===== config.mk =====
export PLATFORM = sky130hd
export DESIGN_NAME = variant_path_parser
export DESIGN_NICKNAME = d
export VERILOG_FILES = /design/src/vpp_pkg.sv /design/src/vpp_parser.sv /design/src/vpp_result_queue.sv /design/src/variant_path_parser.sv
export VERILOG_INCLUDE_DIRS = /design/src /design/src/src
export SDC_FILE = /design/constraint.sdc
export NUM_CORES = 1
export LEC_CHECK = 0
export BUFFER_PORTS_ARGS = -buffer_cell sky130_fd_sc_hd__clkbuf_2
export CAP_MARGIN = 15
export CORE_UTILIZATION = 40
export CTS_CLUSTER_SIZE = 28
export DETAILED_ROUTE_END_ITERATION = 6
export SETUP_SLACK_MARGIN = 0.15
export SLEW_MARGIN = 20
export SYNTH_ARGS = -nofsm -noshare
export SYNTH_HDL_FRONTEND = slang
export SYNTH_HIERARCHICAL = 1
export SYNTH_SLANG_ARGS = --single-unit
export TNS_END_PERCENT = 5

===== constraint.sdc =====
create_clock -name clock -period 21.2 [get_ports clock]
set_clock_uncertainty 0.15 [all_clocks]
set_input_delay 1.06 -clock clock [delete_from_list [all_inputs] [get_ports clock]]
set_output_delay 1.06 -clock clock [all_outputs]
set_load 0.03 [all_outputs]

===== src/variant_path_parser_defines.svh =====
// Assertion macros shared by the parser files.
`ifndef VARIANT_PATH_PARSER_DEFINES_SVH
`define VARIANT_PATH_PARSER_DEFINES_SVH

// Check a property on every clock outside of reset.
`define VPP_ASSERT(label, prop, msg) \
   label: assert property (@(posedge clock) disable iff (reset) (prop)) else $error(msg);

// Check that a condition is followed in the next cycle by another.
`define VPP_ASSERT_NEXT(label, pre, post, msg) \
   label: assert property (@(posedge clock) disable iff (reset) (pre) |=> (post)) \
      else $error(msg);

`endif


===== src/vpp_pkg.sv =====
`default_nettype none

package vpp_pkg;

   // Result word kinds
   typedef enum logic [2:0] {
      KIND_KEY_BYTE = 3'd0,
      KIND_KEY_END  = 3'd1,
      KIND_INDEX    = 3'd2,
      KIND_ACCEPT   = 3'd3,
      KIND_REJECT   = 3'd4
   } rec_kind_type;

   // Characters of the path syntax
   localparam logic [7:0] CHAR_DOLLAR  = 8'h24;
   localparam logic [7:0] CHAR_OPEN    = 8'h5B;
   localparam logic [7:0] CHAR_CLOSE   = 8'h5D;
   localparam logic [7:0] CHAR_DOT     = 8'h2E;
   localparam logic [7:0] CHAR_SQUOTE  = 8'h27;
   localparam logic [7:0] CHAR_DQUOTE  = 8'h22;
   localparam logic [7:0] CHAR_ZERO    = 8'h30;
   localparam logic [7:0] CHAR_NINE    = 8'h39;

   localparam int unsigned INDEX_W = 31;
   localparam logic [INDEX_W-1:0] INDEX_MAX = 31'h7FFF_FFFF;

   // Most result words one input word can cause
   localparam int unsigned PUSH_MAX = 3;
   localparam int unsigned QUEUE_DEPTH_DEFAULT = 4;

   typedef struct packed {
      rec_kind_type        kind;
      logic [7:0]          key_byte;
      logic [INDEX_W-1:0]  index_value;
      logic                run_end;
   } rec_type;

   // Result words handed from the parser to the queue in the same cycle
   typedef struct packed {
      logic [1:0]                 count;
      rec_type [PUSH_MAX-1:0]     recs;
   } push_type;

endpackage

`default_nettype wire


===== src/vpp_parser.sv =====
`default_nettype none

module vpp_parser (
   input  wire logic           clock,
   input  wire logic           reset,
   input  wire logic           accept,
   input  wire logic [7:0]     path_byte,
   input  wire logic           no_byte,
   input  wire logic           last_byte,
   output vpp_pkg::push_type   push
);
   import vpp_pkg::*;

   `include "variant_path_parser_defines.svh"

   typedef enum logic [3:0] {
      MODE_SEEK      = 4'd0,
      MODE_SEG       = 4'd1,
      MODE_DOT_FIRST = 4'd2,
      MODE_DOT_BODY  = 4'd3,
      MODE_BRACKET   = 4'd4,
      MODE_INDEX     = 4'd5,
      MODE_Q_FIRST   = 4'd6,
      MODE_Q_BODY    = 4'd7,
      MODE_Q_CLOSE   = 4'd8,
      MODE_ERROR     = 4'd9
   } mode_type;

   mode_type             mode_ff, mode_in;
   logic [INDEX_W-1:0]   accum_ff, accum_in;
   logic                 qdbl_ff, qdbl_in;

   // Per-byte outcome before the end-of-path handling
   mode_type             mid_mode;
   logic [INDEX_W-1:0]   mid_accum;
   logic                 mid_qdbl;
   logic                 take_valid;
   rec_type              take_rec;

   logic [7:0]           quote_char;
   logic                 is_digit;
   logic [3:0]           digit;
   logic [INDEX_W+3:0]   accum_next;
   logic                 overflow;

   rec_type              cand [PUSH_MAX];
   logic [PUSH_MAX-1:0]  cand_valid;
   rec_type [PUSH_MAX-1:0] recs;
   logic [1:0]           num;
   logic [1:0]           last_slot;

   assign quote_char = qdbl_ff ? CHAR_DQUOTE : CHAR_SQUOTE;
   assign is_digit   = (path_byte >= CHAR_ZERO) && (path_byte <= CHAR_NINE);
   assign digit      = 4'(path_byte - CHAR_ZERO);

   // Index times ten plus the new digit, with room to see overflow
   assign accum_next = ({4'b0, accum_ff} << 3) + ({4'b0, accum_ff} << 1)
                     + (INDEX_W+4)'(digit);
   assign overflow   = accum_next > (INDEX_W+4)'(INDEX_MAX);

   // Decode one path byte
   always_comb begin
      mid_mode   = mode_ff;
      mid_accum  = accum_ff;
      mid_qdbl   = qdbl_ff;
      take_valid = 1'b0;
      take_rec   = '{kind: KIND_KEY_BYTE, key_byte: path_byte, index_value: '0, run_end: 1'b0};
      case (mode_ff)
         MODE_SEEK: begin
            if (path_byte == CHAR_DOLLAR) mid_mode = MODE_SEG;
         end
         MODE_SEG: begin
            if (path_byte == CHAR_DOT) mid_mode = MODE_DOT_FIRST;
            else if (path_byte == CHAR_OPEN) mid_mode = MODE_BRACKET;
            else mid_mode = MODE_ERROR;
         end
         MODE_DOT_FIRST: begin
            if (path_byte == CHAR_DOT || path_byte == CHAR_OPEN) begin
               mid_mode = MODE_ERROR;
            end else begin
               take_valid = 1'b1;
               mid_mode   = MODE_DOT_BODY;
            end
         end
         MODE_DOT_BODY: begin
            take_valid = 1'b1;
            if (path_byte == CHAR_DOT) begin
               take_rec.kind     = KIND_KEY_END;
               take_rec.key_byte = '0;
               mid_mode          = MODE_DOT_FIRST;
            end else if (path_byte == CHAR_OPEN) begin
               take_rec.kind     = KIND_KEY_END;
               take_rec.key_byte = '0;
               mid_mode          = MODE_BRACKET;
            end
         end
         MODE_BRACKET: begin
            if (is_digit) begin
               mid_accum = INDEX_W'(digit);
               mid_mode  = MODE_INDEX;
            end else if (path_byte == CHAR_SQUOTE || path_byte == CHAR_DQUOTE) begin
               mid_qdbl = (path_byte == CHAR_DQUOTE);
               mid_mode = MODE_Q_FIRST;
            end else begin
               mid_mode = MODE_ERROR;
            end
         end
         MODE_INDEX: begin
            if (is_digit) begin
               if (overflow) mid_mode = MODE_ERROR;
               else mid_accum = accum_next[INDEX_W-1:0];
            end else if (path_byte == CHAR_CLOSE) begin
               take_valid           = 1'b1;
               take_rec.kind        = KIND_INDEX;
               take_rec.key_byte    = '0;
               take_rec.index_value = accum_ff;
               mid_accum            = '0;
               mid_mode             = MODE_SEG;
            end else begin
               mid_mode = MODE_ERROR;
            end
         end
         MODE_Q_FIRST: begin
            if (path_byte == quote_char) begin
               mid_mode = MODE_ERROR;
            end else begin
               take_valid = 1'b1;
               mid_mode   = MODE_Q_BODY;
            end
         end
         MODE_Q_BODY: begin
            if (path_byte == quote_char) mid_mode = MODE_Q_CLOSE;
            else take_valid = 1'b1;
         end
         MODE_Q_CLOSE: begin
            if (path_byte == CHAR_CLOSE) begin
               take_valid        = 1'b1;
               take_rec.kind     = KIND_KEY_END;
               take_rec.key_byte = '0;
               mid_mode          = MODE_SEG;
            end else begin
               mid_mode = MODE_ERROR;
            end
         end
         default: begin
            mid_mode = MODE_ERROR;
         end
      endcase
   end

   // Line up the candidate words: byte word, closing key end, final verdict
   always_comb begin
      cand[0] = take_rec;
      cand[1] = '{kind: KIND_KEY_END, key_byte: '0, index_value: '0, run_end: 1'b0};
      cand[2] = '{kind: KIND_REJECT, key_byte: '0, index_value: '0, run_end: 1'b0};
      cand_valid = '0;
      if (no_byte) begin
         cand_valid[2] = 1'b1;
      end else begin
         cand_valid[0] = take_valid;
         if (last_byte) begin
            cand_valid[2] = 1'b1;
            if (mid_mode == MODE_SEG) begin
               cand[2].kind = KIND_ACCEPT;
            end else if (mid_mode == MODE_DOT_BODY) begin
               cand_valid[1] = 1'b1;
               cand[2].kind  = KIND_ACCEPT;
            end
         end
      end
   end

   // Pack the valid words in order and flag the last one
   always_comb begin
      recs = '0;
      num  = 2'd0;
      for (int i = 0; i < PUSH_MAX; i++) begin
         if (cand_valid[i]) begin
            recs[num] = cand[i];
            num       = num + 2'd1;
         end
      end
      last_slot = num - 2'd1;
      if (num != 2'd0) recs[last_slot].run_end = 1'b1;
      push.count = accept ? num : 2'd0;
      push.recs  = recs;
   end

   // Advance the parse state; an end of path drops back to reset values
   always_comb begin
      mode_in  = mode_ff;
      accum_in = accum_ff;
      qdbl_in  = qdbl_ff;
      if (accept) begin
         if (no_byte || last_byte) begin
            mode_in  = MODE_SEEK;
            accum_in = '0;
            qdbl_in  = 1'b0;
         end else begin
            mode_in  = mid_mode;
            accum_in = mid_accum;
            qdbl_in  = mid_qdbl;
         end
      end
   end

   always_ff @(posedge clock) begin
      if (reset) begin
         mode_ff  <= MODE_SEEK;
         accum_ff <= '0;
         qdbl_ff  <= 1'b0;
      end else begin
         mode_ff  <= mode_in;
         accum_ff <= accum_in;
         qdbl_ff  <= qdbl_in;
      end
   end

   `VPP_ASSERT(a_seek_accum_clear, (mode_ff == MODE_SEEK) |-> (accum_ff == '0), "index left over while seeking root")
   `VPP_ASSERT_NEXT(a_end_resets, accept && (no_byte || last_byte), mode_ff == MODE_SEEK, "path end did not reset the parser")
   `VPP_ASSERT(a_three_only_at_end, (push.count == 2'd3) |-> (accept && last_byte && !no_byte), "three words from a byte that does not end the path")

endmodule

`default_nettype wire


===== src/vpp_result_queue.sv =====
`default_nettype none

module vpp_result_queue #(
   parameter int unsigned DEPTH = vpp_pkg::QUEUE_DEPTH_DEFAULT
) (
   input  wire logic           clock,
   input  wire logic           reset,
   input  wire vpp_pkg::push_type push,
   output logic                space_ok,
   output logic                rsp_valid,
   input  wire logic           rsp_ready,
   output vpp_pkg::rec_type    rsp_rec
);
   import vpp_pkg::*;

   `include "variant_path_parser_defines.svh"

   localparam int unsigned PTR_W = $clog2(DEPTH);
   localparam int unsigned CNT_W = $clog2(DEPTH + 1);

   rec_type              mem_ff [DEPTH];
   logic [PTR_W-1:0]     wr_ptr_ff, wr_ptr_in;
   logic [PTR_W-1:0]     rd_ptr_ff, rd_ptr_in;
   logic [CNT_W-1:0]     count_ff, count_in;
   logic                 pop;

   assign rsp_valid = (count_ff != '0);
   assign rsp_rec   = mem_ff[rd_ptr_ff];
   assign pop       = rsp_valid && rsp_ready;
   // Take a new input word only when a full burst of results fits
   assign space_ok  = (count_ff <= CNT_W'(DEPTH - PUSH_MAX));

   assign wr_ptr_in = wr_ptr_ff + PTR_W'(push.count);
   assign rd_ptr_in = rd_ptr_ff + PTR_W'(pop);
   assign count_in  = count_ff + CNT_W'(push.count) - CNT_W'(pop);

   // Store the incoming words
   always_ff @(posedge clock) begin
      for (int i = 0; i < PUSH_MAX; i++) begin
         if (i < int'(push.count)) mem_ff[wr_ptr_ff + PTR_W'(i)] <= push.recs[i];
      end
   end

   always_ff @(posedge clock) begin
      if (reset) begin
         wr_ptr_ff <= '0;
         rd_ptr_ff <= '0;
         count_ff  <= '0;
      end else begin
         wr_ptr_ff <= wr_ptr_in;
         rd_ptr_ff <= rd_ptr_in;
         count_ff  <= count_in;
      end
   end

   `VPP_ASSERT(a_no_overflow,
      (push.count != 2'd0) |-> ((count_ff + push.count) <= DEPTH),
      "result queue overflow")
   `VPP_ASSERT_NEXT(a_pop_only, pop && (push.count == 2'd0),
      count_ff == $past(count_ff) - 1'b1, "count did not drop on a pop")
   `VPP_ASSERT_NEXT(a_head_hold, rsp_valid && !rsp_ready, $stable(rd_ptr_ff),
      "queue head moved while stalled")

endmodule

`default_nettype wire


===== src/variant_path_parser.sv =====
// Streaming path parser. The req channel takes one path character per word
// (req_path_byte) with req_last_byte on the final character, or a single word
// with req_no_byte set for an empty path. The rsp channel returns result words:
// key bytes, key ends, whole array indices, and one accept or reject verdict
// per path; rsp_run_end marks the last word caused by an input word.
// Each accepted word's results are offered on rsp from the queue. A word causes
// zero to three result words, and rsp carries one per cycle while rsp_ready is
// high, so the rsp port sets the pace: one input word per cycle while each word
// yields at most one result and the receiver keeps up, longer when a word
// yields two or three. Results wait in a queue of QUEUE_DEPTH words; req_ready
// is high while it holds QUEUE_DEPTH-3 words or fewer, so a stalled receiver
// lets the queue fill and then holds off the req side without losing words.
// Reset clears the parser to the seek-root state and empties the queue.
`default_nettype none

module variant_path_parser #(
   parameter int unsigned QUEUE_DEPTH = vpp_pkg::QUEUE_DEPTH_DEFAULT
) (
   input  wire logic         clock,
   input  wire logic         reset,
   input  wire logic         req_valid,
   output logic              req_ready,
   input  wire logic [7:0]   req_path_byte,
   input  wire logic         req_no_byte,
   input  wire logic         req_last_byte,
   output logic              rsp_valid,
   input  wire logic         rsp_ready,
   output logic [2:0]        rsp_rec_kind,
   output logic [7:0]        rsp_key_byte,
   output logic [30:0]       rsp_index_value,
   output logic              rsp_run_end
);
   import vpp_pkg::*;

   push_type   push;
   rec_type    head;
   logic       accept;

   assign accept = req_valid && req_ready;

   // Decode each accepted word into its results
   vpp_parser u_parser (
      .clock     (clock),
      .reset     (reset),
      .accept    (accept),
      .path_byte (req_path_byte),
      .no_byte   (req_no_byte),
      .last_byte (req_last_byte),
      .push      (push)
   );

   // Hold results until the receiver takes them
   vpp_result_queue #(
      .DEPTH (QUEUE_DEPTH)
   ) u_queue (
      .clock     (clock),
      .reset     (reset),
      .push      (push),
      .space_ok  (req_ready),
      .rsp_valid (rsp_valid),
      .rsp_ready (rsp_ready),
      .rsp_rec   (head)
   );

   assign rsp_rec_kind    = head.kind;
   assign rsp_key_byte    = head.key_byte;
   assign rsp_index_value = head.index_value;
   assign rsp_run_end     = head.run_end;

endmodule

`default_nettype wire

==> impl_metrics.tcl <==
set metrics [dict create \
    power_density_nw_per_um2 77.4 \
    worst_path_largest_cell_delay_ns 0.84 \
    cts_setup_buffers 0 \
    stdcell_area_um2 16800 \
    wire_per_inst_um 19.0 \
    yosysTopAreaCellShare_pct 32.7 \
    core_um2 38800 \
    ctsHtreeMaxLevel 1 \
    swShare_pct 33.8 \
    cts.sink_count 215 \
    syn2layout_area_growth_pct 6.46 \
    grt_start_max_net_pins 87 \
    fin_crit_ns 7.02 \
    rows 72 \
    track_usage_pct 21.7 \
    initial_core_util_pct 40.7 \
    pwr-share-seq_pct 40.6 \
    synth-seq-area-share_pct 38.2 \
    clk_pin_slew_ns 0.06 \
    overflow 0 \
    p_sw_mw 0.440 \
    worst_pin_slew_ns 1.13 \
    synthFlopType "edfxtp_1" \
    p_int_mw 0.861 \
    cts_tree "done" \
    setup_viol 0 \
    timing.slew.headroom_pct 24.2 \
    port_buffers 58 \
    netlist_top_cells_count "nand2_1 (415), nor2_1 (224), a31oi_1 (180), edfxtp_1 (172), buf_4 (86)" \
    ir_worst_vdd_v 0.0000523 \
    cts_buffers 25 \
    drt-initial-drc-count 1227 \
    report.final.slew_viol_count 0 \
    critPathArrivalTime_ns 7.03 \
    hpwl_mm 27.2 \
    syn_area_per_cell_um2 8.62 \
    grt_pass1_vias 12800 \
    yosys_register_bits 215 \
    synth_edf_count 172 \
    finish.utilization_pct 43.3 \
    p_comb_share_pct 28.6 \
    setup.worst_path.start_class "input port" \
    ant_nets 0 \
    crit_required_ns 21.21 \
    yosysMostFrequentCell "nand2_1" \
    yosysWarningCount 6 \
    syn_inst 1831 \
    instances_no_fill 2340 \
    worstSetupPathType "in -> reg" \
    synth_largest_area_cell "edfxtp_1" \
    drt-total-wl_mm 44.6 \
    syn_area_um2 15800 \
    fin_setup_tns_ns 0 \
    gp_congestion 0.922 \
    nets 1890 \
    layout-drive-gt1-share_pct 10.7 \
    first_pass_iters 5 \
    fin_crit_sh_pct 33.1 \
    ctsLongestPathBuffers 3 \
    async_flop_share_pct 0 \
    hold-worst-slack_ns 0.404 \
    fillers 3739 \
    hold_buffers 0 \
    clock_power_share_pct 30.8 \
    power.total_mw 1.30 \
    postLayoutSetupSlackWorst_ns 14.18 \
    ctsResizeCount 0 \
    hold_viol_final 0 \
    crit_chain "clkbuf_2, inv_1, fa_1, inv_1, ha_1, a211oi_1, o211ai_1, nand3_1, nand3_1, a21o_1, a21o_1, and2_1, o41ai_4, nand3b_1, ha_1, nor2_1, nor3b_2, a21oi_1, o21ai_4, buf_4" \
    max_freq_ghz 0.142 \
    endpoint_kind "register" \
    yosys.cell_types.count 81 \
    grt_pass1_wl_mm 70.0 \
    dieHeight_um 201 \
    hold_class "reg -> reg" \
    p_leak_nw 6.16 \
    grt_setup_unrepaired "false" \
    status "complete, no violations" \
    critPathSlowestCell "nor3b_2" \
    post_dp_cell_area_um2 16100 \
    antenna_found_initial 1 \
    place_inst 2296 \
    cts_root_buf "clkbuf_16" \
    dieArea_um2 40300 \
    die_w_um 201 \
    yosys-top-cells-area "edfxtp_1 (33%), nand2_1 (9.9%), a31oi_1 (7.1%)" \
    viasPerCell 5.74 \
    vias 13400 \
    pre_cts_ws_ns 13.61 \
    cap_violations 0 \
    ios 59 \
    cp_max_fo 43 \
    clk_latency_ns 0.55 \
    drc 0 \
]
==> state kept, by name, indices dropped and copies added (netlist names) <==
| name | cells |
|---|---|
| u_queue/mem_ff | 172 |
| u_parser/accum_ff | 31 |
| u_parser/mode_ff | 4 |
| u_queue/count_ff | 3 |
| u_queue/rd_ptr_ff | 2 |
| u_queue/wr_ptr_ff | 2 |
| u_parser/qdbl_ff | 1 |
==> cell families after synthesis <==
logic type	after synthesis	synth area share, %
other	1	0.0238
buffers and inverters	241	8.57
adders and majority gates	71	5.77
DFF	215	38.2
xor gates and xnor gates	29	1.61
AOI/OAI and AO/OA	389	16.3
muxes	47	6.39
and+or+nand+nor	838	23.2
==> critical path: cells and delay by family <==
family | cells | cell delay (ns)
buffers and inverters | 4 | 0.96
AO/OA/AOI/OAI | 7 | 1.98
adder cells (fa/ha/maj) | 3 | 1.37
AND/OR/NAND/NOR | 6 | 1.61
==> cell type report <==
cell class | instances | area [um2] | area share [%]
clock inverters | 14 | 105 | 0.625
flip-flops and latches | 215 | 6030 | 35.9
multi-input cells | 1452 | 8800 | 52.4
clock buffers | 29 | 641 | 3.81
diodes | 1 | 2.50 | 0.0149
repair buffers | 81 | 463 | 2.75
inverters | 30 | 113 | 0.670
well taps | 518 | 648 | 3.86
==> worst paths after layout <==
| kind | from | end | slack (ns) | cells after the start |
|---|---|---|---|---|
| hold / removal | u_parser/accum_ff[18] | u_parser/accum_ff[18] | 0.40 | 2 |
| setup reg to reg | u_parser/accum_ff[0] | u_queue/mem_ff[3][19] | 14.41 | 19 |
| hold reg to reg | u_parser/accum_ff[18] | u_parser/accum_ff[18] | 0.40 | 2 |
| setup / recovery | req_path_byte[3] | u_queue/mem_ff[3][19] | 14.18 | 20 |
==> layer usage <==
layer	part of all wire [%]	vias to the layer above	wire, um	global-route usage, %
met3	6.9	94	3070	2.71
li1	-	6415	-	-
met4	2.5	0	1100	7.58
met1	43	6386	19300	28.5
met2	47	542	21100	36.9
met5	0	-	0	0
==> cell usage in the layout, fill, tap and decap left out, drive strengths merged, types with 11 or more instances in the layout <==
cell | synthesis | layout
o21ai | 40 | 40
nor3 | 21 | 21
buf | 154 | 23
nand2 | 415 | 415
ha | 68 | 68
dfxtp | 43 | 43
mux4 | 43 | 43
a21o | 11 | 11
xnor2 | 19 | 19
o221ai | 17 | 17
a31oi | 180 | 180
inv | 30 | 31
and2 | 46 | 46
edfxtp | 172 | 172
clkbuf | 57 | 87
o211ai | 15 | 15
nor2 | 224 | 224
conb | 1 | 78
nand3 | 52 | 52
a21oi | 55 | 55
nand4 | 16 | 16
==> power groups by stage <==
stage / combinational [mW] / clock, mW / sequential [mW]
5_1_grt: 0.397 / 0.424 / 0.533
2_1_floorplan: 0.291 / 0 / 0.530
4_1_cts: 0.378 / 0.408 / 0.529
3_3_place_gp: 0.376 / 0 / 0.536
6_report: 0.372 / 0.401 / 0.529
3_5_place_dp: 0.378 / 0 / 0.538
No activity file was read; power rests on OpenSTA's default activity.
